`src/rtl/gf2mm_pkg.sv`:
```
// Package for the GF(2) matrix multiply unit: word types, commands, register indexes.
// No dependencies.
`default_nettype none
package gf2mm_pkg;

  localparam int unsigned RowW = 64;
  localparam int unsigned IdxW = 6;

  typedef enum logic [1:0] {
    CMD_LOAD_A  = 2'd0,
    CMD_LOAD_B  = 2'd1,
    CMD_LOAD_C  = 2'd2,
    CMD_COMPUTE = 2'd3
  } cmd_t;

  typedef enum logic [2:0] {
    REG_ROWS_A     = 3'd0,
    REG_INNER_SIZE = 3'd1,
    REG_COLS_B     = 3'd2,
    REG_CHUNK_BITS = 3'd3,
    REG_ACCUMULATE = 3'd4
  } reg_idx_t;

  typedef struct packed {
    logic [1:0]      cmd;
    logic [IdxW-1:0] row_index;
    logic [RowW-1:0] row_bits;
  } in_word_t;

  typedef struct packed {
    logic [IdxW-1:0] out_row_index;
    logic [RowW-1:0] out_row_bits;
    logic            last;
  } out_word_t;

  // control fields for one cell of the row
  typedef struct packed {
    logic            clear;
    logic            apply;
    logic [IdxW-1:0] row;
    logic            emit;
  } cell_ctl_t;

endpackage
`default_nettype wire

```
`src/rtl/gf2mm_cell.sv`:
```
// One cell of the row: holds one C row word; loads, clears or shifts it, or XORs in a product contribution.
// Depends on gf2mm_pkg.
`default_nettype none
module gf2mm_cell (
  input  wire                     clk,
  input  wire                     ld_en,
  input  wire [gf2mm_pkg::RowW-1:0] ld_bits,
  input  wire                     clr_en,
  input  wire                     xor_en,
  input  wire [gf2mm_pkg::RowW-1:0] xor_bits,
  input  wire                     shift_en,
  input  wire [gf2mm_pkg::RowW-1:0] shift_in,
  output logic [gf2mm_pkg::RowW-1:0] row_q
);
  import gf2mm_pkg::*;

  logic [RowW-1:0] row_r, row_nxt;

  always_comb begin
    row_nxt = row_r;
    if (ld_en) row_nxt = ld_bits;
    else if (clr_en) row_nxt = '0;
    else if (shift_en) row_nxt = shift_in;
    else if (xor_en) row_nxt = row_r ^ xor_bits;
  end

  always_ff @(posedge clk) begin
    row_r <= row_nxt;
  end

  assign row_q = row_r;
endmodule
`default_nettype wire

```
`config.mk`:
```
export PLATFORM = sky130hd
export DESIGN_NAME = gf2mm_cell
export DESIGN_NICKNAME = d
export VERILOG_FILES = /design/src/rtl/gf2mm_pkg.sv /design/src/rtl/gf2mm_cell.sv
export SDC_FILE = /design/constraint.sdc
export NUM_CORES = 1
export LEC_CHECK = 0
export BUFFER_PORTS_ARGS = -buffer_cell sky130_fd_sc_hd__buf_2
export CORE_MARGIN = 2
export CORE_UTILIZATION = 40
export DETAILED_ROUTE_END_ITERATION = 10
export PLACE_DENSITY = 0.75
export SYNTH_ARGS = -nofsm -noshare
export SYNTH_HDL_FRONTEND = slang
export SYNTH_SLANG_ARGS = --single-unit
```
`constraint.sdc`:
```
create_clock -name clk -period 2.5 [get_ports clk]
set_input_delay 0.25 -clock clk [delete_from_list [all_inputs] [get_ports clk]]
set_output_delay 0.25 -clock clk [all_outputs]
set_load 0.1 [all_outputs]
```
==> qor.csv <==
stage,metric,value,unit
synthesis,ys flop type,edfxtp_1,
sta,RSZ-0062 raised after global routing,no,
die,total die area,12000,µm²
die,Die Ht,109,µm
synthesis,top cell type by total area after synthesis,edfxtp_1,
layout,area delta synth->final,34.0,%
sta,FMAX,0.656,GHz
place,HPWL after DPL,9.16,mm
synthesis,yosys warns,0,
layout,Filler Cell Count,954,
layout,area of the multi-input gates,2320,µm²
status,status,finished clean,
power_and_ir_drop,P_leak,2.65,nW
sta,hold slack,0.185,ns
critical_path,Worst setup SP type,primary input,
global_routing,GR Util met3,6.11,%
die,Site Rows,38,
global_routing,met2 Use GR,36.4,%
synthesis,Area contributors post-synth,"edfxtp_1, o211ai_2, nand4bb_1",
sta,final critical-path required period,1.52,ns
detailed_routing,DR vias/cell,5.20,
clocking,CTS clock-pin slew for the worst setup and hold paths,0.07,ns
clocking,CTS Hold Bufs,0,
global_routing,number of global-route vias before repair,3893,
global_routing,met1 Use GR,22.5,%
die,Ports,261,
place,DP Area,5810,µm²
place,pre-CTS setup slack,0.610,ns
synthesis,Syn Area/Cell,12.4,µm²
synthesis,"Cell Area, Synth",4440,µm²
clocking,clock latency on the worst-skew pair,0.34,ns
detailed_routing,# DRC,0,
layout,max FFs per register,64,
clocking,root buf cell,clkbuf_8,
clocking,clk sink count,64,
synthesis,cells after synthesis,357,
sta,Final TNS setup,0,ns
synthesis,Syn Nets,554,
job,max-capacitance violation count,0,
layout,cell area after layout,5950,µm²
clocking,CTS tree,built,
global_routing,first-pass GRT wire length,18.5,mm
sta,Final Slew Violations,0,
detailed_routing,antenna-violating nets left,0,
die,Die Width,109,µm
clocking,post-cts gate resize count,0,
sta,Final setup viols,0,
global_routing,GRT Overall Usage,20.1,%
clocking,CTS Buffer Depth,2,
power_and_ir_drop,VDD IR max,0.316,mV
critical_path,worst endpoint required time,2.69,ns
sta,Final Hold Fails,0,
layout,share of cells above drive strength 1,56.3,%
global_routing,largest net degree at the start of global routing,64,
global_routing,total congestion overflow,0,
synthesis,Synth top area share,43.2,%
detailed_routing,1st-iter DRT viols,191,
sta,max_slew headroom,54.4,%
detailed_routing,final wirelength,12.5,mm
synthesis,post-synthesis sequential area ratio,43.2,%
die,effective utilization at floorplan,41.0,%
die,CORE AREA,10800,µm²
critical_path,CP Class,primary input to flip-flop,
place,gpl congestion,0.810,
clocking,H-tree lvl count,3,
detailed_routing,DR vias,3872,
layout,Final nets,798,
detailed_routing,iteration count of the initial detailed-routing pass,5,
layout,Sequential cell area,1920,µm²
synthesis,number of synthesized flops with an enable pin,64,
critical_path,crit path DAT,1.71,ns
detailed_routing,average wire per standard cell,16.7,µm
critical_path,Worst setup EP type,flip-flop,
synthesis,"FF+latch count, synth",64,
critical_path,CP max FO,52,
sta,clock skew,0,ns
sta,setup ws final,0.975,ns
power_and_ir_drop,PwrDens,609,nW/µm²
synthesis,list of most frequent post-synthesis cells,"edfxtp_1, nand2_1, xnor2_1",
sta,Tightest Pin Transition,0.684,ns
global_routing,"Most Used Layer, Global Route",met2,
place,PortBufs,260,
synthesis,async set-reset flop share out of synthesis,0,%
hold_path,Hold WC Path Type,primary input to flip-flop,
global_routing,initial antenna violation count,2,
synthesis,post-synthesis cell type count,14,
clocking,CTS buffer count,9,
sta,Final Cycle Share,61.0,%
clocking,Post-CTS Setup Inserts,0,
==> critical path, stage by stage <==
cell and delay, ns:
buf_2 0.27, buf_4 0.50, or4bb_1 0.56, o211ai_2 0.09
==> routing by layer <==
layer / vias up / part of all wire (%)
li1: 1859 / -
met1: 1804 / 38
met2: 189 / 50
met3: 18 / 10
met4: 2 / 1.3
met5: - / 0.10
==> path summary, 6_finish.rpt <==
kind / slack, ns / endpoint / cells past startpoint / from
max reg2reg: 1.47 / row_q[52] / 2 / row_q[52]
min reg2reg: 0.67 / row_q[16] / 2 / row_q[16]
max: 0.98 / row_q[12] / 4 / shift_en
min: 0.19 / row_q[39] / 3 / ld_bits[39]
==> power by group <==
part	leakage (nW)	switching, mW	internal, mW
registers	0.709	0.0813	1.31
clock network	0.0737	0.387	0.345
logic	1.87	1.10	0.395
total	2.65	1.57	2.05
==> cells in the final DEF (no fill, tap or decap), drive strengths merged <==
| cell | n |
|---|---|
| edfxtp | 64 |
| nand4bb | 53 |
| xnor2 | 64 |
| clkbuf | 12 |
| or4bb | 11 |
| nand2 | 64 |
| o211ai | 64 |
| or3 | 1 |
| buf | 268 |
| or4 | 1 |
| diode | 1 |
| clkinv | 2 |
==> final cells by class <==
type | instances | share of cell area (%)
multi-input cells | 258 | 39.0
flip-flops and latches | 64 | 32.3
repair buffers | 268 | 23.3
well taps | 140 | 2.94
clock buffers | 12 | 2.27
clock inverters | 2 | 0.147
diodes | 1 | 0.0420
==> logic make-up after synthesis <==
group	count (synthesis)	synth area share, %
buffers and inverters	35	4.65
xor gates and xnor gates	64	12.6
and+or+nand+nor	130	21.9
AOI/OAI and AO/OA	64	17.6
DFF	64	43.2
==> through the flow <==
step	cells	total power [mW]	util (%)
after floorplan	357	2.58	-
after global placement	730	2.91	53.6
after detailed placement	730	2.92	53.6
after CTS	744	3.66	54.9
after global routing	744	3.77	54.9
final	745	3.62	54.9
Note: power is estimated with default switching activity, not from simulation.
